[config.mk]
export PLATFORM = sky130hd
export DESIGN_NAME = sm3h_queue
export DESIGN_NICKNAME = d
export VERILOG_FILES = /design/src/rtl/sm3h_pkg.sv /design/src/rtl/sm3h_queue.sv
export SDC_FILE = /design/constraint.sdc
export NUM_CORES = 1
export LEC_CHECK = 0
export CORE_AREA = 2 2 403 405
export DETAILED_ROUTE_END_ITERATION = 8
export DIE_AREA = 0 0 405 407
export DONT_BUFFER_PORTS = 1
export HOLD_SLACK_MARGIN = 0.03
export SYNTH_ARGS = -nofsm -noshare
export SYNTH_HDL_FRONTEND = slang
export SYNTH_SLANG_ARGS = --single-unit
[constraint.sdc]
create_clock -name clk -period 26.8 [get_ports clk]
set_clock_uncertainty 0.1 [all_clocks]
set_input_delay 5.36 -clock clk [delete_from_list [all_inputs] [get_ports clk]]
set_output_delay 5.36 -clock clk [all_outputs]
set_load 0.01 [all_outputs]
[src/rtl/sm3h_pkg.sv]
`timescale 1ns / 1ps
package sm3h_pkg;

	localparam int BLOCK_BITS = 512;
	localparam int WORD_BITS = 32;
	localparam int BLOCK_WORDS = BLOCK_BITS / WORD_BITS;
	localparam int BLOCK_BYTES = BLOCK_BITS / 8;
	localparam int ROUNDS = 64;
	localparam int QUEUE_DEPTH_DEFAULT = 2;

	localparam logic [31:0] T_LOW = 32'h79CC4519;
	localparam logic [31:0] T_HIGH = 32'h7A879D8A;
	localparam logic [7:0] PAD_BYTE = 8'h80;

	localparam logic [31:0] SM3_IV [8] = '{
		32'h7380166F, 32'h4914B2B9, 32'h172442D7, 32'hDA8A0600,
		32'hA96F30BC, 32'h163138AA, 32'hE38DEE4D, 32'hB0FB0E4E
	};

	// One block handed from the front end to the compression core.
	typedef struct packed {
		logic [BLOCK_BITS-1:0] block;
		logic                  last_blk;
	} job_t;

	typedef enum logic [1:0] {
		FR_TAKE,
		FR_PAD,
		FR_LEN
	} fr_state_t;

	typedef enum logic [1:0] {
		CO_IDLE,
		CO_ROUND,
		CO_EMIT
	} co_state_t;

	function automatic logic [31:0] rotl(input logic [31:0] x, input logic [4:0] n);
		logic [63:0] d;
		d = {x, x} << n;
		return d[63:32];
	endfunction

	function automatic logic [31:0] perm0(input logic [31:0] x);
		return x ^ rotl(x, 5'd9) ^ rotl(x, 5'd17);
	endfunction

	function automatic logic [31:0] perm1(input logic [31:0] x);
		return x ^ rotl(x, 5'd15) ^ rotl(x, 5'd23);
	endfunction

endpackage

[src/rtl/sm3h_queue.sv]
`timescale 1ns / 1ps
module sm3h_queue #(
	parameter int DEPTH = sm3h_pkg::QUEUE_DEPTH_DEFAULT
) (
	input  logic           clk,
	input  logic           arst_n,
	input  logic           push_valid,
	output logic           push_ready,
	input  sm3h_pkg::job_t push_job,
	output logic           pop_valid,
	input  logic           pop_ready,
	output sm3h_pkg::job_t pop_job
);
	import sm3h_pkg::*;

	localparam int PW = (DEPTH > 1) ? $clog2(DEPTH) : 1;
	localparam int CW = $clog2(DEPTH + 1);

	job_t          mem_q [DEPTH];
	logic [PW-1:0] wr_q, rd_q;
	logic [CW-1:0] fill_q;
	logic          do_push, do_pop;

	assign push_ready = (fill_q != CW'(DEPTH));
	assign pop_valid  = (fill_q != '0);
	assign pop_job    = mem_q[rd_q];
	assign do_push    = push_valid && push_ready;
	assign do_pop     = pop_valid && pop_ready;

	always_ff @(posedge clk or negedge arst_n) begin
		if (!arst_n) begin
			wr_q   <= '0;
			rd_q   <= '0;
			fill_q <= '0;
		end else begin
			if (do_push) begin
				wr_q <= (wr_q == PW'(DEPTH - 1)) ? '0 : wr_q + PW'(1);
			end
			if (do_pop) begin
				rd_q <= (rd_q == PW'(DEPTH - 1)) ? '0 : rd_q + PW'(1);
			end
			if (do_push && !do_pop) begin
				fill_q <= fill_q + CW'(1);
			end else if (do_pop && !do_push) begin
				fill_q <= fill_q - CW'(1);
			end
		end
	end

	always_ff @(posedge clk) begin
		if (do_push) begin
			mem_q[wr_q] <= push_job;
		end
	end
endmodule

Yosys cells after proc, flatten, opt, wreduce, memory -nomap -nowiden
Memories as Yosys holds them, arrays and structs flattened.
Cells that the tools add are included.
{"block": "totals", "input_bits": 517, "elab_cells": 23, "ff_bits": 4, "n_memories": 1, "out_inout_bits": 515, "ram_bits": 1026}
{"block": "op_classes", "muxes": 6, "n_addsub": 4, "n_reduce_logical": 8, "eq_ne": 1}
{"memory": "mem_q", "words": 2, "width": 513, "rd": 1, "rd_clocked_by_memory_dff": 0, "write_ports": 1, "line": "sm3h_queue.sv:19", "source": "job_t mem_q [DEPTH];"}
{"op": "1-bit logical AND", "count": 4}
{"op": "1-bit two-way mux", "count": 4}
{"op": "2-bit two-way mux", "count": 2}
{"op": "2-bit nonzero test", "count": 2}
{"op": "1-bit adder (second input constant)", "count": 2}
{"op": "2-bit by 1-bit adder with 2-bit output (second input constant)", "count": 1}
{"op": "1-bit logical NOT", "count": 2}
{"op": "2-bit inequality test (second input constant)", "count": 1}
{"op": "2-bit by 1-bit subtractor with 2-bit output (second input constant)", "count": 1}

Longest topological paths before layout
{"block": "logic_depth", "ltp_word": 6, "mapped_depth": 7, "ltp_nobuf": 7}

Worst setup path after synthesis
No wires, ideal clock.
{"block": "synth_timing", "path_type": "input-to-reg", "from": "input port push_valid", "to": "memory mem_q[0][0] in the netlist's numbering, enable pin", "t_arrival_ns": 26.666, "path_buffers": 0, "path_stages": 2, "required_ns": 25.299, "setup_ns": 1.401, "setup_slack_ns": -1.367, "path_cell_list": "nand2_1 > nor2_1"}
{"block": "synth_between", "elab_chain_cells": 3}
{"item": "start: declaration", "line": "sm3h_queue.sv:7", "source": "input logic push_valid,"}
{"item": "1-bit logical AND", "line": "sm3h_queue.sv:27", "source": "assign do_push = push_valid && push_ready;"}
{"item": "1-bit two-way mux", "line": "sm3h_queue.sv:51", "source": "if (do_push) begin"}
{"item": "1-bit two-way mux (implied by the code)", "line": "sm3h_queue.sv:52", "source": "mem_q[wr_q] <= push_job;"}
{"item": "end: declaration", "line": "sm3h_queue.sv:19"}
No other way between the ends.

==> run metrics <==
CTS resizes 0; fillcell total 15522; port bufs 0; clock buffer depth 3; vias per inst 3.98; Clock Power Share 0.283; Clock Latency Late Sink 720 ps; post-layout minimum cycle time 11430 ps; PwrDens 118 mW/mm^2; Ys Warns 0; Reg2Reg Depth 6; die area 0.165 mm^2; Mapped Cells 1614; Synth Cell Area 0.0392 mm^2; Yosys cell types 16; critical path, cell by cell buf_12 > buf_4 > buf_4 > buf_4 > buf_4 > mux2_4; initial core utilization 0.245; Seq cells post-synth 1030; Residual DRC 0; total grt overflow 0; number of hold buffers added after cts 0; Antenna Nets Post-Route 0; Detail Placement HPWL 83100 um; Mean Syn Cell Area 24.3 um^2; post-CTS setup buffer count 0; Power Internal 3700 uW; HP Start fill_q[1]; reg2reg end mem_q[1][36]; CTS sink cnt 1030; switching part of the total power 0.304; Max stage delay on crit path 880 ps; Final Non-Filler Cells 3966; most common cell after layout, fill and taps aside edfxtp_1; fin crit share 0.426; setup TNS 0 ps; num ports 1032; sequential share of the synthesized area 0.788; Gate power share 0.283; vias in the first global route 16165; Pre-antenna DRT Iters 5; nets 2204; drt total wl 108000 um; post-synth top area share 0.785; Site Rows 147; core area 0.160 mm^2; routability cong. 0.833; smallest hold slack 423 ps; CTS tree built; largest net degree at the start of global routing 147; Critical Path RT 21340 ps; Final Hold Fails 0; Rel. slew slack 0.186; Slowest-stage cell, CP dfrtp_4; Setup-failing EPs final 0; Critical Path Fanout Max 129; die height 407 um; worst reg-to-reg setup slack 21250 ps; routed vias 15787; DR iter-0 viols 1146; max-cap violation count 0; RSZ-0062 raised after global routing no; worst hold path class register to register; H-tree Lvls 3; leakage 0.0155 uW; hold endpoint fill_q[1]; Total Routing Usage GR 0.123; NetSw 1620 uW; Die W 405 um; WP data arrival 5970 ps; Critical Path Source Type register; CP endpoint kind output pin; Post-Syn Nets 2132; Area contributors post-synth edfxtp_1, mux2_4, mux2_2, buf_8, buf_6; cts bufs inserted 106; most frequent cells in the layout edfxtp_1, mux2_4, clkbuf_16, mux2_2, buf_4; worst slew pin tran 1220 ps; initial antenna violation count 48; Max Slew Vio Count 0; Hold Crit Depth 1; Routed WL per cell 27.2 um; RR Startpoint fill_q[0]; root buf cell clkbuf_16; outcome complete, no violations; Reg power frac 0.434; fmax 87.5 MHz; most frequent CP cell buf_4; first-pass GRT wire length 138000 um; placed cell count 3738; Area Growth Syn to Fin 15.0%; post-synth top area cell edfxtp_1; critical path class register to output pin; IR drop worst, VDD 0.0855 mV; CTS clk-pin slew, worst paths 60 ps; fraction of layout cells with a size suffix above 1 0.395
[sequential cells by signal, summed over array words and instances, names as in the netlist]
signal  flops
wr_q        1
fill_q      2
mem_q    1026
rd_q        1
[stage by stage]
stage / area, um^2 / utilization / total power [uW] / setup slack, ps
after global routing: 45100 / 0.281 / 5550 / 15030
final: 45100 / 0.282 / 5320 / 15370
after CTS: 45000 / 0.281 / 5400 / 15240
after global placement: 41400 / 0.259 / 3840 / 16270
after floorplan: 39200 / - / 3770 / 7350
after detailed placement: 41400 / 0.259 / 3880 / 16060
[area by class of cell]
cell class / instances / area, um^2 / share of cell area
clock inverters: 71 / 845 / 0.0187
well taps: 2160 / 2700 / 0.0599
repair buffers: 21 / 195 / 0.00433
diodes: 32 / 80.1 / 0.00178
inverters: 1 / 3.75 / 0.0000832
multi-input cells: 526 / 7610 / 0.169
flip-flops and latches: 1030 / 30900 / 0.685
clock buffers: 125 / 2770 / 0.0613
[cells in the mapped netlist]
| library cell | instances |
|---|---|
| edfxtp_1 | 1026 |
| mux2_2 | 53 |
| nor2_1 | 2 |
| ha_1 | 1 |
| nand2b_1 | 1 |
| xnor2_1 | 3 |
| nand2_1 | 2 |
| mux2_4 | 460 |
| xor2_1 | 2 |
| and3_1 | 1 |
| or2_2 | 1 |
| buf_8 | 30 |
| dfrtp_1 | 4 |
| buf_6 | 22 |
| inv_1 | 1 |
| buf_2 | 5 |
[how the worst max path moves through the flow]
stage / start / end / slack [ps]
2_1_floorplan: push_valid / mem_q[0][0] / 7350
3_3_place_gp: rd_q / pop_job[46] / 16270
3_5_place_dp: rd_q / pop_job[362] / 16060
4_1_cts: rd_q / pop_job[362] / 15240
5_1_grt: rd_q / pop_job[46] / 15030
6_report: rd_q / pop_job[46] / 15370
[power by group through the flow]
stage	Sequential (uW)	Combinational, uW	Clock, uW
CTS	2310	1540	1550
global route	2340	1590	1610
detailed placement	2350	1530	0
floorplan	2520	1250	0
finish	2310	1510	1500
global placement	2330	1510	0
[cell families after synthesis]
logic type / after synthesis / share of synthesized area
flops: 1030 / 0.788
mux: 513 / 0.191
buf+inv: 58 / 0.0185
simple gates: 7 / 0.000862
xor+xnor: 5 / 0.00112
fa+ha+maj: 1 / 0.000319
[metal layers]
metal  track usage  routed length, um  share of wire
met5             0                 10       0.000093
met4        0.0456               2540          0.023
met3        0.0715              15000           0.14
met2         0.215              55700           0.52
met1         0.120              34700           0.32
[critical path, delay by kind of cell (launching register included)]
family | cells | cell delay [ps]
buffers and inverters | 5 | 3720
DFF | 1 | 880
muxes | 1 | 380
No activity file was read; power rests on OpenSTA's default activity.
