`src/rtl/sm3h_pkg.sv`:
```
`timescale 1ns / 1ps
package sm3h_pkg;

	localparam int BLOCK_BITS = 512;
	localparam int WORD_BITS = 32;
	localparam int BLOCK_WORDS = BLOCK_BITS / WORD_BITS;
	localparam int BLOCK_BYTES = BLOCK_BITS / 8;
	localparam int ROUNDS = 64;
	localparam int QUEUE_DEPTH_DEFAULT = 2;

	localparam logic [31:0] T_LOW = 32'h79CC4519;
	localparam logic [31:0] T_HIGH = 32'h7A879D8A;
	localparam logic [7:0] PAD_BYTE = 8'h80;

	localparam logic [31:0] SM3_IV [8] = '{
		32'h7380166F, 32'h4914B2B9, 32'h172442D7, 32'hDA8A0600,
		32'hA96F30BC, 32'h163138AA, 32'hE38DEE4D, 32'hB0FB0E4E
	};

	// One block handed from the front end to the compression core.
	typedef struct packed {
		logic [BLOCK_BITS-1:0] block;
		logic                  last_blk;
	} job_t;

	typedef enum logic [1:0] {
		FR_TAKE,
		FR_PAD,
		FR_LEN
	} fr_state_t;

	typedef enum logic [1:0] {
		CO_IDLE,
		CO_ROUND,
		CO_EMIT
	} co_state_t;

	function automatic logic [31:0] rotl(input logic [31:0] x, input logic [4:0] n);
		logic [63:0] d;
		d = {x, x} << n;
		return d[63:32];
	endfunction

	function automatic logic [31:0] perm0(input logic [31:0] x);
		return x ^ rotl(x, 5'd9) ^ rotl(x, 5'd17);
	endfunction

	function automatic logic [31:0] perm1(input logic [31:0] x);
		return x ^ rotl(x, 5'd15) ^ rotl(x, 5'd23);
	endfunction

endpackage

```
`src/rtl/sm3h_if.sv`:
```
`timescale 1ns / 1ps
interface sm3h_msg_if;
	logic       valid;
	logic       ready;
	logic [7:0] data_byte;
	logic       byte_present;
	logic       end_of_message;

	modport source (output valid, output data_byte, output byte_present,
		output end_of_message, input ready);
	modport sink (input valid, input data_byte, input byte_present,
		input end_of_message, output ready);
endinterface


```
`src/rtl/sm3h_front.sv`:
```
`timescale 1ns / 1ps
module sm3h_front (
	input  logic           clk,
	input  logic           arst_n,
	sm3h_msg_if.sink       msg,
	output logic           push_valid,
	input  logic           push_ready,
	output sm3h_pkg::job_t push_job
);
	import sm3h_pkg::*;

	fr_state_t             state_q, state_d;
	logic [BLOCK_BITS-1:0] blk_q, blk_d;
	logic [5:0]            cnt_q, cnt_d;
	logic [54:0]           bcnt_q, bcnt_d;
	logic [BLOCK_BITS-1:0] buf_wr, pad_blk, len_blk;
	logic [63:0]           bit_len;
	logic                  fits_len;
	logic                  acc;

	assign bit_len  = {bcnt_q, cnt_q, 3'b000};
	assign fits_len = (cnt_q <= 6'd55);
	assign len_blk  = {{(BLOCK_BITS-64){1'b0}}, bit_len};

	always_comb begin
		buf_wr  = blk_q;
		pad_blk = blk_q;
		for (int k = 0; k < BLOCK_BYTES; k++) begin
			if (6'(k) == cnt_q) begin
				buf_wr[BLOCK_BITS-1-8*k -: 8]  = msg.data_byte;
				pad_blk[BLOCK_BITS-1-8*k -: 8] = PAD_BYTE;
			end else if (6'(k) > cnt_q) begin
				pad_blk[BLOCK_BITS-1-8*k -: 8] = 8'h00;
			end
		end
		if (fits_len) begin
			pad_blk[63:0] = bit_len;
		end
	end

	always_comb begin
		state_d    = state_q;
		blk_d      = blk_q;
		cnt_d      = cnt_q;
		bcnt_d     = bcnt_q;
		push_valid = 1'b0;
		push_job   = '{block: buf_wr, last_blk: 1'b0};
		msg.ready  = 1'b0;
		acc        = 1'b0;
		unique case (state_q)
			FR_TAKE: begin
				msg.ready = push_ready;
				acc       = msg.valid && push_ready;
				if (acc) begin
					if (msg.byte_present) begin
						blk_d = buf_wr;
						cnt_d = cnt_q + 6'd1;
						if (cnt_q == 6'd63) begin
							push_valid = 1'b1;
							bcnt_d     = bcnt_q + 55'd1;
						end
					end
					if (msg.end_of_message) begin
						state_d = FR_PAD;
					end
				end
			end
			FR_PAD: begin
				push_valid = 1'b1;
				push_job   = '{block: pad_blk, last_blk: fits_len};
				if (push_ready) begin
					if (fits_len) begin
						cnt_d   = '0;
						bcnt_d  = '0;
						state_d = FR_TAKE;
					end else begin
						state_d = FR_LEN;
					end
				end
			end
			FR_LEN: begin
				push_valid = 1'b1;
				push_job   = '{block: len_blk, last_blk: 1'b1};
				if (push_ready) begin
					cnt_d   = '0;
					bcnt_d  = '0;
					state_d = FR_TAKE;
				end
			end
			default: begin
				state_d = FR_TAKE;
			end
		endcase
	end

	always_ff @(posedge clk or negedge arst_n) begin
		if (!arst_n) begin
			state_q <= FR_TAKE;
			cnt_q   <= '0;
			bcnt_q  <= '0;
		end else begin
			state_q <= state_d;
			cnt_q   <= cnt_d;
			bcnt_q  <= bcnt_d;
		end
	end

	always_ff @(posedge clk) begin
		blk_q <= blk_d;
	end
endmodule

```
`src/flat_wrapper.sv`:
```
// flat-port wrapper written by rule: the top's interface ports become plain ports
module sm3h_front_flat import sm3h_pkg::*;
  (clk, arst_n, push_valid, push_ready, push_job, msg_valid, msg_data_byte, msg_byte_present, msg_end_of_message, msg_ready);
  sm3h_msg_if msg_i ();
  input  logic clk;
  input  logic arst_n;
  output logic push_valid;
  input  logic push_ready;
  output sm3h_pkg::job_t push_job;
  input wire logic [$bits(msg_i.valid)-1:0] msg_valid;
  input wire logic [$bits(msg_i.data_byte)-1:0] msg_data_byte;
  input wire logic [$bits(msg_i.byte_present)-1:0] msg_byte_present;
  input wire logic [$bits(msg_i.end_of_message)-1:0] msg_end_of_message;
  output wire logic [$bits(msg_i.ready)-1:0] msg_ready;
  assign msg_i.valid = msg_valid;
  assign msg_i.data_byte = msg_data_byte;
  assign msg_i.byte_present = msg_byte_present;
  assign msg_i.end_of_message = msg_end_of_message;
  assign msg_ready = msg_i.ready;
  sm3h_front u_core (.clk(clk), .arst_n(arst_n), .msg(msg_i), .push_valid(push_valid), .push_ready(push_ready), .push_job(push_job));
endmodule
```
`config.mk`:
```
export PLATFORM = sky130hd
export DESIGN_NAME = sm3h_front_flat
export DESIGN_NICKNAME = d
export VERILOG_FILES = /design/src/rtl/sm3h_pkg.sv /design/src/rtl/sm3h_if.sv /design/src/rtl/sm3h_front.sv /design/src/flat_wrapper.sv
export SDC_FILE = /design/constraint.sdc
export NUM_CORES = 2
export LEC_CHECK = 0
export BUFFER_PORTS_ARGS = -buffer_cell sky130_fd_sc_hd__buf_2
export CAP_MARGIN = 20
export CORE_MARGIN = 3
export CORE_UTILIZATION = 59
export CTS_BUF_LIST = sky130_fd_sc_hd__clkbuf_8
export CTS_CLUSTER_DIAMETER = 60
export DETAILED_ROUTE_END_ITERATION = 7
export GPL_ROUTABILITY_DRIVEN = 1
export PLACE_DENSITY = 0.83
export SETUP_SLACK_MARGIN = 0.2
export SYNTH_ARGS = -nofsm -noshare
export SYNTH_HDL_FRONTEND = slang
export SYNTH_SLANG_ARGS = --single-unit
export TNS_END_PERCENT = 1
```
`constraint.sdc`:
```
create_clock -name clk -period 23.8 [get_ports clk]
set_input_delay 4.76 -clock clk [delete_from_list [all_inputs] [get_ports clk]]
set_output_delay 4.76 -clock clk [all_outputs]
set_load 0.005 [all_outputs]
```
== Yosys cells after proc, flatten, opt, wreduce, memory -nomap -nowiden ==
Index checks and enable logic that the tools add are counted.

* Bits in registers: 575
* Logic and storage cells: 371

* Muxes and demuxes: 218
* Equality and inequality tests: 73
* Reductions and logical operators: 9
* Add/subtract/negate cells: 2
* Order comparisons: 65

{| class="wikitable"
|+ Operators with widths
! operator !! number
|-
| $mux W8 || 192
|-
| $pmux W513 S2 || 1
|-
| $mux W55 || 6
|-
| $eq A6 B6 Y1 const A || 32
|-
| $gt A6 B6 Y1 const A || 32
|-
| $pmux W55 S3 || 1
|-
| $eq A5 B6 Y1 const A || 16
|-
| $gt A5 B6 Y1 const A || 16
|-
| $mux W64 || 1
|-
| $add A55 B1 Y55 const B || 1
|-
| $eq A4 B6 Y1 const A || 8
|-
| $gt A4 B6 Y1 const A || 8
|-
| $mux W6 || 5
|-
| $eq A3 B6 Y1 const A || 4
|-
| $gt A3 B6 Y1 const A || 4
|-
| $pmux W6 S3 || 1
|-
| $eq A2 B6 Y1 const A || 2
|-
| $gt A1 B6 Y1 const A || 2
|-
| $gt A2 B6 Y1 const A || 2
|-
| $mux W2 || 5
|-
| $ne A2 B2 Y1 const B || 4
|-
| $reduce_and A7 Y1 || 1
|-
| $add A6 B1 Y6 const B || 1
|-
| $eq A1 B6 Y1 const A || 1
|-
| 16 further kinds || 21
|}

== Depth between registers and ports, before layout ==
* Depth in word-level cells: 5
* Mapped depth: 11
* Depth with buffers taken out: 7

== Worst setup path before layout ==
OpenSTA, ideal clock, no wires.

* Path kind: input port to output port
* Start point: input push_ready
* End point: output push_valid
* Data arrival time: 17.657 ns
* Required time: 19.040 ns
* Stages on the path: 5
* Slack: 1.383 ns
* Buffers on the path: 0
* Cells stage by stage: inv_1 nor2_1 and3_1 a21oi_1 nor2_1

* Word-level cells in the longest chain between the ends: 3

{| class="wikitable"
|+ RTL lines
! element !! RTL line !! text
|-
| from (decl) || flat_wrapper.sv:8 || <nowiki>input logic push_ready;</nowiki>
|-
| $logic_and A1 B1 Y1 || sm3h_front.sv:53 || <nowiki>acc = msg.valid && push_ready;</nowiki>
|-
| $mux W1 || sm3h_front.sv:54 || <nowiki>if (acc) begin</nowiki>
|-
| $pmux W1 S2 || sm3h_front.sv:50 || <nowiki>unique case (state_q)</nowiki>
|-
| to (decl) || flat_wrapper.sv:7 || <nowiki>output logic push_valid;</nowiki>
|}

Every way passes these cells.

==> impl_metrics.toml <==
[yosys]
synth_area_um2 = 32500
ys_ff_latch = 575
ys_async_sr_fraction_pct = 11.0
synth-edff-count = 512
synth_commonest_cells = "edfxtp_1, mux2_2, a22o_1, nand2_1, clkbuf_1"
synth_top_area_share_pct = 47.2
synth_most_common_cell = "edfxtp_1"
postSynthCellCount = 2813
syn_nets = 2836
yosys_warnings = 0
synthFlopType = "edfxtp_1"
synth_top_cell_by_area = "edfxtp_1"
synth_area_leaders = "edfxtp_1, mux2_2, a22o_1"
syn_avg_cell_area_um2 = 11.6
ys_seq_area_share_pct = 52.1
synth_cell_types = 70

[drt]
routedWlPerCell_um = 29.4
first_pass_iters = 8
drtIter0Drc = 4140
wl_mm = 119
post-route-drc-count = 0
drtAntennaViolNets = 0
viasPerCell = 7.06
dr_total_vias = 28500

[pwr]
power_frac_clock_pct = 18.2
total_power_mw = 4.60
sequentialPowerShare_pct = 27.7
switching_share_pct = 44.3
p_int_mw = 2.56
p_comb_share_pct = 54.0
vdd_drop_max_mv = 0.115
p_per_area_nw_per_um2 = 123
power_leakage_nw = 15.1
p_switching_mw = 2.04

[critical_path]
path_max_fanout = 48
startpoint_type = "input port"
worstPathCellList = "buf_2 -> buf_4 -> clkinv_1 -> buf_4 -> o21ai_0 -> a221o_1 -> buf_2"
required_ns = 19.04
cp_slowest_stage_delay_ns = 0.59
reg2regPathDepth = 7
cp_slowest_cell = "clkinv_1"
critPathCapture = "push_job[112]"
endpoint_kind = "primary output"
ff2ff_setup_slack_ns = 19.37
crit_type = "input port to primary output"
r2r-end = "u_core.blk_q[107]$_DFFE_PP_"
crit_arrival_ns = 7.09
reg2reg_from = "u_core.state_q[0]$_DFFE_PN0P_"
crit_path_start = "msg_data_byte[7]"

[clock_tree]
cts-root-buf = "clkbuf_8"
clk-insertion-delay-late_ns = 0.74
postCtsSetupBuffers = 0
cts_tree = "yes"
clockBufferDepth = 3
ctsResizeCount = 0
cts_hold_buffers = 0
clk_pin_slew_ns = 0.05
cts_max_level = 3
cts_buffers = 99
clock_sinks = 575

[global_route]
grtUsageTotal_pct = 39.5
antenna_found_initial = 4
grt_pass1_wl_mm = 173
grt_overflow = 0
grt_max_degree = 170
grt_pass1_vias = 27600

[place]
globalplace.congestion = 0.925
placed_area_um2 = 35600
post-place-ws_ns = 12.09
place_inst = 3837
port_buffers = 528
dp_hpwl_mm = 77.5

[status]
outcome = "finished, final reports clean"

[floorplanning]
dieArea_um2 = 58000
num_rows = 85
core_um2 = 54200
die_x_um = 241
start_util_pct = 60.0
die-height_um = 241
boundaryPins = 529

[final_layout]
instances_no_fill = 4035
area_growth_pct = 15.2
fin_nets = 3278
fin_area_um2 = 37500
finish.utilization_pct = 69.1
drive_above_1_share_pct = 35.9

[timing]
tns_ns = 0
fin_ws_ns = 11.95
finalCritPeriodShare_pct = 49.8
grt_setup_unrepaired = "no"
whs_ns = 0.570
hold_violations = 0
clock.fmax_ghz = 0.0844
slew_viol_final = 0
max_slew.worst_pin.slew_ns = 1.20
slew_headroom_pct = 20.0
min_period_ns = 11.85
fin_skew_ns = 0.0373
setup_viol = 0

[flow_run]
cap_violations = 0

[min_path]
hold_class = "register to register"
## power by group through the flow
stage | logic (mW) | clock network, mW | registers, mW
5_1_grt | 2.62 | 0.887 | 1.28
4_1_cts | 2.42 | 0.844 | 1.27
6_report | 2.49 | 0.839 | 1.28
2_1_floorplan | 1.30 | 0 | 1.30
3_5_place_dp | 2.40 | 0 | 1.29
3_3_place_gp | 2.37 | 0 | 1.29
## cells by family after synthesis
| kind of cell | count (synthesis) | synth area share [%] |
|---|---|---|
| multiplexers | 470 | 16.2 |
| XOR/XNOR | 1 | 0.0269 |
| AND/OR/NAND/NOR | 701 | 10.1 |
| AO/OA/AOI/OAI | 774 | 17.9 |
| adder cells (fa/ha/maj) | 9 | 0.346 |
| flip-flops | 575 | 52.1 |
| buffers and inverters | 283 | 3.34 |
## registers in the layout, indices dropped and copies added (netlist names)
register	flops
u_core.bcnt_q	55
u_core.blk_q	512
u_core.state_q	2
u_core.cnt_q	6
## worst min-delay path by stage
| stage | from | endpoint | cells after the start |
|---|---|---|---|
| 6_report | u_core.blk_q[311]$_DFFE_PP_ | u_core.blk_q[311]$_DFFE_PP_ | 2 |
| 5_1_grt | u_core.blk_q[239]$_DFFE_PP_ | u_core.blk_q[239]$_DFFE_PP_ | 2 |
| 4_1_cts | u_core.blk_q[455]$_DFFE_PP_ | u_core.blk_q[455]$_DFFE_PP_ | 2 |
| 3_5_place_dp | u_core.blk_q[455]$_DFFE_PP_ | u_core.blk_q[455]$_DFFE_PP_ | 2 |
| 3_3_place_gp | u_core.state_q[1]$_DFFE_PN0P_ | u_core.state_q[1]$_DFFE_PN0P_ | 2 |
| 2_1_floorplan | u_core.state_q[1]$_DFFE_PN0P_ | u_core.state_q[1]$_DFFE_PN0P_ | 2 |
## cell type report
cell class / instances / area (µm²)
clock inverter: 81 / 400
timing repair buffer: 598 / 3200
inverter: 26 / 105
sequential: 575 / 17000
fill: 3971 / 16800
tap: 696 / 871
antenna: 3 / 7.51
clock buffer: 101 / 1390
multi-input combinational: 1955 / 14600
## placed cells by master, fill, tap and decap left out, drive strengths merged, types with 31 or more instances in the layout
cell / instances
a21oi: 116
a22o: 356
o21ai: 90
mux2: 458
nor2: 141
edfxtp: 512
nand3: 92
nor3: 31
nand2: 282
dfrtp: 63
a21boi: 36
inv: 75
a22oi: 55
clkbuf: 106
buf: 593
## routing by layer
metal	track usage (%)	vias up	wire length [µm]
li1	-	11900	-
met1	51.5	14000	44300
met2	59.4	2127	52500
met4	21.1	0	7140
met3	12.4	409	14600
met5	0	-	0
## worst max-delay path, delay by kind of cell
kind,cells,cell delay (ns)
buffers and inverters,5,1.73
AO/OA/AOI/OAI,2,0.56
Power figures use the tool's default switching activity.
