--- config.mk ---
export PLATFORM = sky130hd
export DESIGN_NAME = sm3h_core_flat
export DESIGN_NICKNAME = d
export VERILOG_FILES = /design/src/rtl/sm3h_pkg.sv /design/src/rtl/sm3h_if.sv /design/src/rtl/sm3h_core.sv /design/src/flat_wrapper.sv
export SDC_FILE = /design/constraint.sdc
export NUM_CORES = 2
export LEC_CHECK = 0
export BUFFER_PORTS_ARGS = -buffer_cell sky130_fd_sc_hd__clkbuf_2
export CAP_MARGIN = 20
export CORE_MARGIN = 2
export CORE_UTILIZATION = 61
export CTS_CLUSTER_DIAMETER = 120
export DETAILED_ROUTE_END_ITERATION = 12
export HOLD_SLACK_MARGIN = 0.1
export PLACE_DENSITY = 0.86
export SYNTH_ARGS = -nofsm -noshare
export SYNTH_HDL_FRONTEND = slang
export SYNTH_SLANG_ARGS = --single-unit
--- constraint.sdc ---
create_clock -name clk -period 19.94 [get_ports clk]
set_input_delay 3.988 -clock clk [delete_from_list [all_inputs] [get_ports clk]]
set_output_delay 3.988 -clock clk [all_outputs]
set_load 0.02 [all_outputs]
--- src/rtl/sm3h_pkg.sv ---
`timescale 1ns / 1ps
package sm3h_pkg;

	localparam int BLOCK_BITS = 512;
	localparam int WORD_BITS = 32;
	localparam int BLOCK_WORDS = BLOCK_BITS / WORD_BITS;
	localparam int BLOCK_BYTES = BLOCK_BITS / 8;
	localparam int ROUNDS = 64;
	localparam int QUEUE_DEPTH_DEFAULT = 2;

	localparam logic [31:0] T_LOW = 32'h79CC4519;
	localparam logic [31:0] T_HIGH = 32'h7A879D8A;
	localparam logic [7:0] PAD_BYTE = 8'h80;

	localparam logic [31:0] SM3_IV [8] = '{
		32'h7380166F, 32'h4914B2B9, 32'h172442D7, 32'hDA8A0600,
		32'hA96F30BC, 32'h163138AA, 32'hE38DEE4D, 32'hB0FB0E4E
	};

	// One block handed from the front end to the compression core.
	typedef struct packed {
		logic [BLOCK_BITS-1:0] block;
		logic                  last_blk;
	} job_t;

	typedef enum logic [1:0] {
		FR_TAKE,
		FR_PAD,
		FR_LEN
	} fr_state_t;

	typedef enum logic [1:0] {
		CO_IDLE,
		CO_ROUND,
		CO_EMIT
	} co_state_t;

	function automatic logic [31:0] rotl(input logic [31:0] x, input logic [4:0] n);
		logic [63:0] d;
		d = {x, x} << n;
		return d[63:32];
	endfunction

	function automatic logic [31:0] perm0(input logic [31:0] x);
		return x ^ rotl(x, 5'd9) ^ rotl(x, 5'd17);
	endfunction

	function automatic logic [31:0] perm1(input logic [31:0] x);
		return x ^ rotl(x, 5'd15) ^ rotl(x, 5'd23);
	endfunction

endpackage

--- src/rtl/sm3h_if.sv ---


interface sm3h_dig_if;
	logic        valid;
	logic        ready;
	logic [31:0] digest_word;
	logic [2:0]  word_index;
	logic        last_word;

	modport source (output valid, output digest_word, output word_index,
		output last_word, input ready);
	modport sink (input valid, input digest_word, input word_index,
		input last_word, output ready);
endinterface

--- src/rtl/sm3h_core.sv ---
`timescale 1ns / 1ps
module sm3h_core (
	input  logic           clk,
	input  logic           arst_n,
	input  logic           pop_valid,
	output logic           pop_ready,
	input  sm3h_pkg::job_t pop_job,
	sm3h_dig_if.source     dig
);
	import sm3h_pkg::*;

	co_state_t   state_q, state_d;
	logic [31:0] cv_q [8];
	logic [31:0] r_q [8];
	logic [31:0] w_q [BLOCK_WORDS];
	logic [5:0]  rnd_q;
	logic [2:0]  idx_q;
	logic        last_q;
	logic [31:0] nr [8];
	logic [31:0] w_new;
	logic [31:0] a12, tj, ss1, ss2, ff, gg, tt1, tt2;
	logic        load, step, emit_go;

	// Expansion runs alongside the rounds over a sixteen-word window.
	assign w_new = perm1(w_q[0] ^ w_q[7] ^ rotl(w_q[13], 5'd15))
		^ rotl(w_q[3], 5'd7) ^ w_q[10];

	always_comb begin
		tj  = (rnd_q < 6'd16) ? T_LOW : T_HIGH;
		a12 = rotl(r_q[0], 5'd12);
		ss1 = rotl(a12 + r_q[4] + rotl(tj, rnd_q[4:0]), 5'd7);
		ss2 = ss1 ^ a12;
		if (rnd_q < 6'd16) begin
			ff = r_q[0] ^ r_q[1] ^ r_q[2];
			gg = r_q[4] ^ r_q[5] ^ r_q[6];
		end else begin
			ff = (r_q[0] & r_q[1]) | (r_q[0] & r_q[2]) | (r_q[1] & r_q[2]);
			gg = (r_q[4] & r_q[5]) | (~r_q[4] & r_q[6]);
		end
		tt1   = ff + r_q[3] + ss2 + (w_q[0] ^ w_q[4]);
		tt2   = gg + r_q[7] + ss1 + w_q[0];
		nr[0] = tt1;
		nr[1] = r_q[0];
		nr[2] = rotl(r_q[1], 5'd9);
		nr[3] = r_q[2];
		nr[4] = perm0(tt2);
		nr[5] = r_q[4];
		nr[6] = rotl(r_q[5], 5'd19);
		nr[7] = r_q[6];
	end

	always_comb begin
		state_d   = state_q;
		pop_ready = 1'b0;
		dig.valid = 1'b0;
		load      = 1'b0;
		step      = 1'b0;
		emit_go   = 1'b0;
		unique case (state_q)
			CO_IDLE: begin
				pop_ready = 1'b1;
				if (pop_valid) begin
					load    = 1'b1;
					state_d = CO_ROUND;
				end
			end
			CO_ROUND: begin
				step = 1'b1;
				if (rnd_q == 6'(ROUNDS - 1)) begin
					state_d = last_q ? CO_EMIT : CO_IDLE;
				end
			end
			CO_EMIT: begin
				dig.valid = 1'b1;
				if (dig.ready) begin
					emit_go = 1'b1;
					if (idx_q == 3'd7) begin
						state_d = CO_IDLE;
					end
				end
			end
			default: begin
				state_d = CO_IDLE;
			end
		endcase
	end

	assign dig.digest_word = cv_q[idx_q];
	assign dig.word_index  = idx_q;
	assign dig.last_word   = (idx_q == 3'd7);

	always_ff @(posedge clk or negedge arst_n) begin
		if (!arst_n) begin
			state_q <= CO_IDLE;
			rnd_q   <= '0;
			idx_q   <= '0;
			last_q  <= 1'b0;
			for (int i = 0; i < 8; i++) begin
				cv_q[i] <= SM3_IV[i];
			end
		end else begin
			state_q <= state_d;
			if (load) begin
				rnd_q  <= '0;
				idx_q  <= '0;
				last_q <= pop_job.last_blk;
			end
			if (step) begin
				rnd_q <= rnd_q + 6'd1;
				if (rnd_q == 6'(ROUNDS - 1)) begin
					for (int i = 0; i < 8; i++) begin
						cv_q[i] <= cv_q[i] ^ nr[i];
					end
				end
			end
			if (emit_go) begin
				idx_q <= idx_q + 3'd1;
				if (idx_q == 3'd7) begin
					for (int i = 0; i < 8; i++) begin
						cv_q[i] <= SM3_IV[i];
					end
				end
			end
		end
	end

	always_ff @(posedge clk) begin
		if (load) begin
			for (int i = 0; i < BLOCK_WORDS; i++) begin
				w_q[i] <= pop_job.block[BLOCK_BITS-1-WORD_BITS*i -: WORD_BITS];
			end
			for (int i = 0; i < 8; i++) begin
				r_q[i] <= cv_q[i];
			end
		end else if (step) begin
			for (int i = 0; i < BLOCK_WORDS - 1; i++) begin
				w_q[i] <= w_q[i+1];
			end
			w_q[BLOCK_WORDS-1] <= w_new;
			for (int i = 0; i < 8; i++) begin
				r_q[i] <= nr[i];
			end
		end
	end
endmodule

--- src/flat_wrapper.sv ---
// flat-port wrapper written by rule: the top's interface ports become plain ports
module sm3h_core_flat import sm3h_pkg::*;
  (clk, arst_n, pop_valid, pop_ready, pop_job, dig_valid, dig_digest_word, dig_word_index, dig_last_word, dig_ready);
  sm3h_dig_if dig_i ();
  input  logic clk;
  input  logic arst_n;
  input  logic pop_valid;
  output logic pop_ready;
  input  sm3h_pkg::job_t pop_job;
  output wire logic [$bits(dig_i.valid)-1:0] dig_valid;
  output wire logic [$bits(dig_i.digest_word)-1:0] dig_digest_word;
  output wire logic [$bits(dig_i.word_index)-1:0] dig_word_index;
  output wire logic [$bits(dig_i.last_word)-1:0] dig_last_word;
  input wire logic [$bits(dig_i.ready)-1:0] dig_ready;
  assign dig_valid = dig_i.valid;
  assign dig_digest_word = dig_i.digest_word;
  assign dig_word_index = dig_i.word_index;
  assign dig_last_word = dig_i.last_word;
  assign dig_i.ready = dig_ready;
  sm3h_core u_core (.clk(clk), .arst_n(arst_n), .pop_valid(pop_valid), .pop_ready(pop_ready), .pop_job(pop_job), .dig(dig_i));
endmodule
Word level (Yosys, flattened, before mapping):

Memories as Yosys holds them, arrays and structs flattened.
Index checks and enable logic that the tools add are counted.

* bitwise gates (word level): 56
* reduce and logical (&&, ||, !) cells: 4
* muxes and demuxes: 56
* equality and inequality tests: 8
* shift operators: 1
* $lt $le $gt $ge: 2
* add/subtract/negate cells: 10

Operator list (number)
* $mux 256: 4
* $mux 32: 28
* $xor 32x32->32: 22
* $add 32x32->32: 8
* $and 32x32->32: 5
* $bmux 32 s3: 1
* $or 32x32->32: 3
* $shl 64x5->64: 1
* $not 32->32: 1
* $mux 26: 1
* $or 1x1->1: 24
* $mux 1: 12
* $mux 6: 2
* $mux 2: 5
* $add 6x1->6 const B: 1
* $eq 6x6->1 const B: 1
* $lt 6x5->1 const B: 1
* $mux 3: 2
* $ne 2x2->1 const B: 3
* $pmux 2 s3: 1
* $ge 4x4->1 const B: 1
* $not 3->4: 1
* $reduce_and 4->1: 1
* $reduce_bool 2->1: 2
* 6 further kinds: 6

* input port bits: 517
* memory bits (writable): 768
* register bits after elaboration: 268
* memories: 2

Memory list
* u_core.w_q: words 16, bits a word 32, rd ports 16, clocked after Yosys merged registers in 0, wr ports 16, RTL line sm3h_core.sv:15 `logic [31:0] w_q [BLOCK_WORDS];`
* u_core.r_q: words 8, bits a word 32, rd ports 8, clocked after Yosys merged registers in 0, wr ports 8, RTL line sm3h_core.sv:14 `logic [31:0] r_q [8];`

Longest topological paths before layout:

An unclocked memory read counts as a cell.

* depth after elaboration: 15
* gate-level depth with buffers: 43

Least setup slack after synthesis:

Ideal clock, no wire load.

* kind: input-to-reg
* start point: in pop_valid
* end point: mem u_core.r_q[0][0] (enable)
* data required time: 18.832 ns
* arrival time: 19.286 ns
* slack: -0.454 ns
* buffers on the path: 1
* stages on the path: 4
* library setup time: 1.108 ns
* cells stage by stage: and2_1 clkbuf_1 nor2_1 inv_1

RTL lines
* start: declaration: RTL line flat_wrapper.sv:7 `input logic pop_valid;`
* end: declaration: RTL line sm3h_core.sv:14

Worst setup path after layout:

* start point: reg u_core.rnd_q[0]
* end point: reg u_core.cv_q[127] (netlist bit)

* longest elaborated chain between the ends: 13

Ends and longest elaborated chain
* start: declaration: RTL line sm3h_core.sv:16 `logic [5:0] rnd_q;`
* start signal: assignment: RTL line sm3h_core.sv:109 `rnd_q <= rnd_q + 6'd1;`
* $lt 6x5->1: RTL line sm3h_core.sv:29, sm3h_core.sv:33
* $mux 26: RTL line sm3h_core.sv:29 `tj = (rnd_q < 6'd16) ? T_LOW : T_HIGH;`
* $shl 64x5->64: RTL line sm3h_pkg.sv:40 `d = {x, x} << n;`
* $add 32x32->32: RTL line sm3h_core.sv:31 `ss1 = rotl(a12 + r_q[4] + rotl(tj, rnd_q[4:0]), 5'd7);`
* $add 32x32->32 (2 in a row): RTL line sm3h_core.sv:41 `tt2 = gg + r_q[7] + ss1 + w_q[0];`
* $xor 32x32->32 (2 in a row): RTL line sm3h_pkg.sv:45 `return x ^ rotl(x, 5'd9) ^ rotl(x, 5'd17);`
* $xor 32x32->32: RTL line sm3h_core.sv:112 `cv_q[i] <= cv_q[i] ^ nr[i];`
* $mux 256 *: RTL line sm3h_core.sv:110 `if (rnd_q == 6'(ROUNDS - 1)) begin`
* $mux 256 *: RTL line sm3h_core.sv:108 `if (step) begin`
* $mux 256: RTL line sm3h_core.sv:118 `if (idx_q == 3'd7) begin`
* $mux 256 *: RTL line sm3h_core.sv:116 `if (emit_go) begin`
* end signal: indexed assignment: RTL line sm3h_core.sv:99 `cv_q[i] <= SM3_IV[i];`
* end signal: indexed assignment: RTL line sm3h_core.sv:112
* end signal: indexed assignment: RTL line sm3h_core.sv:120 `cv_q[i] <= SM3_IV[i];`
* end: declaration: RTL line sm3h_core.sv:13 `logic [31:0] cv_q [8];`

Every way passes the cells marked *; elsewhere a longest branch is shown, timed or not.
A chain may end at the register's enable or synchronous reset.

==> out/metrics.yaml <==
worstPathMaxFanout: 19
min_period_ps: 11030
ff2ff_path_depth: 34
synth_fa_ha_area_frac: 0.0822
antenna_found_initial: 15
viasPerCell: 6.33
grt_max_degree: 232
core_sq_mm: 0.0996
synth_top_family_by_area: "simple AND/OR/NAND/NOR gates"
cap_violations: 0
start_kind: "flop"
start_util: 0.613
synth_mux_area_frac: 0.0432
drive_gt1_frac: 0.155
ys_async_sr_fraction: 0.259
dieWidth_um: 320
fin_ws_ps: 8910
layout_commonest_cell: "nand2_1"
relSlewSlack: 0.201
ioPinCount: 555
vias: 51300
crit_path_top_delay_cell: "dfrtp_1"
rsz0062_at_grt: "no"
ys.warnings.count: 0
synth.avg_cell_area_sq_um: 9.66
ctsResizeCount: 0
io_buffers: 554
setup.worst_path.class: "reg2reg"
fmax_mhz: 90.6
end_kind: "flop"
cts_buffers: 107
critPathLaunch: "u_core.rnd_q[0]$_DFFE_PN0P_"
final_util: 0.687
critPathMaxStageDelay_ps: 780
cts_setup_buffers: 0
synth_area_sq_mm: 0.0610
synth-simple-area-share: 0.187
yosysSeqAreaShare: 0.490
timing.setup.tns_ps: 0
status: "completed"
ys.flop_type: "edfxtp_1"
hold_viol_final: 0
hold_depth: 2
finalSetupViolCount: 0
clk_path_buf_depth: 3
drtIter0Drc: 7583
routedWlPerCell_um: 29.0
synth_edf_count: 768
holdBufCountCts: 0
syn-num-nets: 7118
slew_violations: 0
dr.pass1.iters: 6
required_ps: 20580
first_global_vias: 48500
cpMostUsedCell: "fa_1"
path_clk_slew_ps: 70
gp_congestion: 1.02
netlist_instances: 6313
min-delay-start: "u_core.w_q[4][14]$_DFFE_PP_"
rr_startpoint: "u_core.rnd_q[0]$_DFFE_PN0P_"
die_h_um: 320
antenna_left: 0
synth_cell_types: 82
areaGrowthSynthToFinish_pct: 12.1
nNetsFinal: 7514
tritoncts: "yes"
routed_wl_mm: 235
worst-endpoint-arrival_ps: 11670
synth-xor-area-share: 0.0771
hp-class: "reg2reg"
num_rows: 116
clk_latency_ps: 740
die_area_sq_mm: 0.103
dp_hpwl_mm: 177
cts-root-buf: "clkbuf_16"
skew_ps: 33.9
worst_slew_pin_slew_ps: 1190
post-place-ws_ps: 9310
clkSinkCount: 1036
grt_pass1_wl_mm: 332
period_share: 0.553
grt_use_total: 0.455
grt_overflow: 0
hold_slack_ps: 505
final_cell_mix: "2228 x nand2_1, 768 x edfxtp_1, 553 x clkbuf_2"
ys_seq_elements: 1036
synth-compound-area-share: 0.0828
drcViolationCount: 0
cts_max_level: 3
==> worst max-delay path, delay by kind of cell (launching register included) <==
| kind | cells | cell delay (ps) |
|---|---|---|
| flops | 1 | 780 |
| simple gates | 8 | 2140 |
| buf+inv | 3 | 540 |
| mux | 2 | 440 |
| xor+xnor | 3 | 770 |
| compound gates | 11 | 3410 |
| fa+ha+maj | 7 | 2830 |
==> state kept, by name (all words and copies together) (netlist names) <==
name,flops
u_core.w_q,512
u_core.rnd_q,6
u_core.last_q,1
u_core.cv_q,256
u_core.r_q,256
u_core.dig.word_index,3
u_core.state_q,2
==> metrics by stage <==
step,cells,instance area (sq um)
final,8111,68400
after global routing,8106,68400
after CTS,8099,68300
after detailed placement,7896,64700
after global placement,7894,64700
after floorplan,6313,61000
==> per-layer routing <==
metal  vias to the layer above  part of all wire  GRT usage  wire (um)
met2                      3791              0.43      0.667     102000
met1                     24800              0.35      0.587      82800
met5                         -           0.00026          0         62
met3                       777              0.12      0.105      27900
met4                        10             0.096      0.354      22700
li1                      22000                 -          -          -
==> cell families (layout without fill, tap and decap cells) <==
kind of cell               after synthesis  count (layout)
muxes                                  177             177
other                                    0              10
adders and majority gates              288             288
DFF                                   1036            1036
xor gates and xnor gates               518             518
AOI/OAI and AO/OA                      870             870
buffers and inverters                  610            1100
and+or+nand+nor                       2814            2814
==> cell usage after synthesis (all sizes together) (20+ instances only) <==
| library cell | number | area share |
|---|---|---|
| nand2 | 2230 | 0.14 |
| edfxtp | 768 | 0.38 |
| o21ai | 396 | 0.033 |
| xnor2 | 332 | 0.048 |
| inv | 295 | 0.018 |
| clkbuf | 285 | 0.018 |
| a21oi | 237 | 0.019 |
| nor2 | 220 | 0.014 |
| fa | 188 | 0.062 |
| xor2 | 174 | 0.025 |
| dfrtp | 149 | 0.061 |
| dfstp | 119 | 0.051 |
| and3 | 109 | 0.011 |
| ha | 100 | 0.021 |
| mux4 | 64 | 0.024 |
| nor3 | 62 | 0.0053 |
| mux2i | 60 | 0.0098 |
| nand3 | 59 | 0.0048 |
| mux2 | 53 | 0.0098 |
| or3 | 42 | 0.0043 |
| o211ai | 37 | 0.0046 |
| buf | 30 | 0.0019 |
| a21o | 29 | 0.0036 |
| a31oi | 29 | 0.0030 |
| a211oi | 22 | 0.0030 |
| nand2b | 21 | 0.0022 |
| o31ai | 20 | 0.0025 |
==> final timing paths <==
check | endpoint | slack (ps)
setup / recovery | u_core.cv_q[127]$_DFF_PN1_ | 8910
hold / removal | u_core.w_q[3][46]$_DFFE_PP_ | 500
setup reg to reg | u_core.cv_q[127]$_DFF_PN1_ | 8910
hold reg to reg | u_core.w_q[3][46]$_DFFE_PP_ | 500
max in group asynchronous | u_core.dig.word_index[0]$_DFFE_PN0P_ | 15100
min in group asynchronous | u_core.cv_q[183]$_DFF_PN0_ | 3260
==> cell type report <==
| class | count | area, sq um |
|---|---|---|
| Clock inverter | 56 | 618 |
| Antenna cell | 10 | 25.0 |
| Tap cell | 1298 | 1620 |
| Clock buffer | 147 | 3000 |
| Sequential cell | 1036 | 29900 |
| Timing Repair Buffer | 602 | 3230 |
| Fill cell | 7286 | 31200 |
| Inverter | 295 | 1110 |
| Multi-Input combinational cell | 4667 | 28900 |
Power is not shown: default switching activity piles up to over one toggle a cycle in this logic, so the estimate is an artifact.
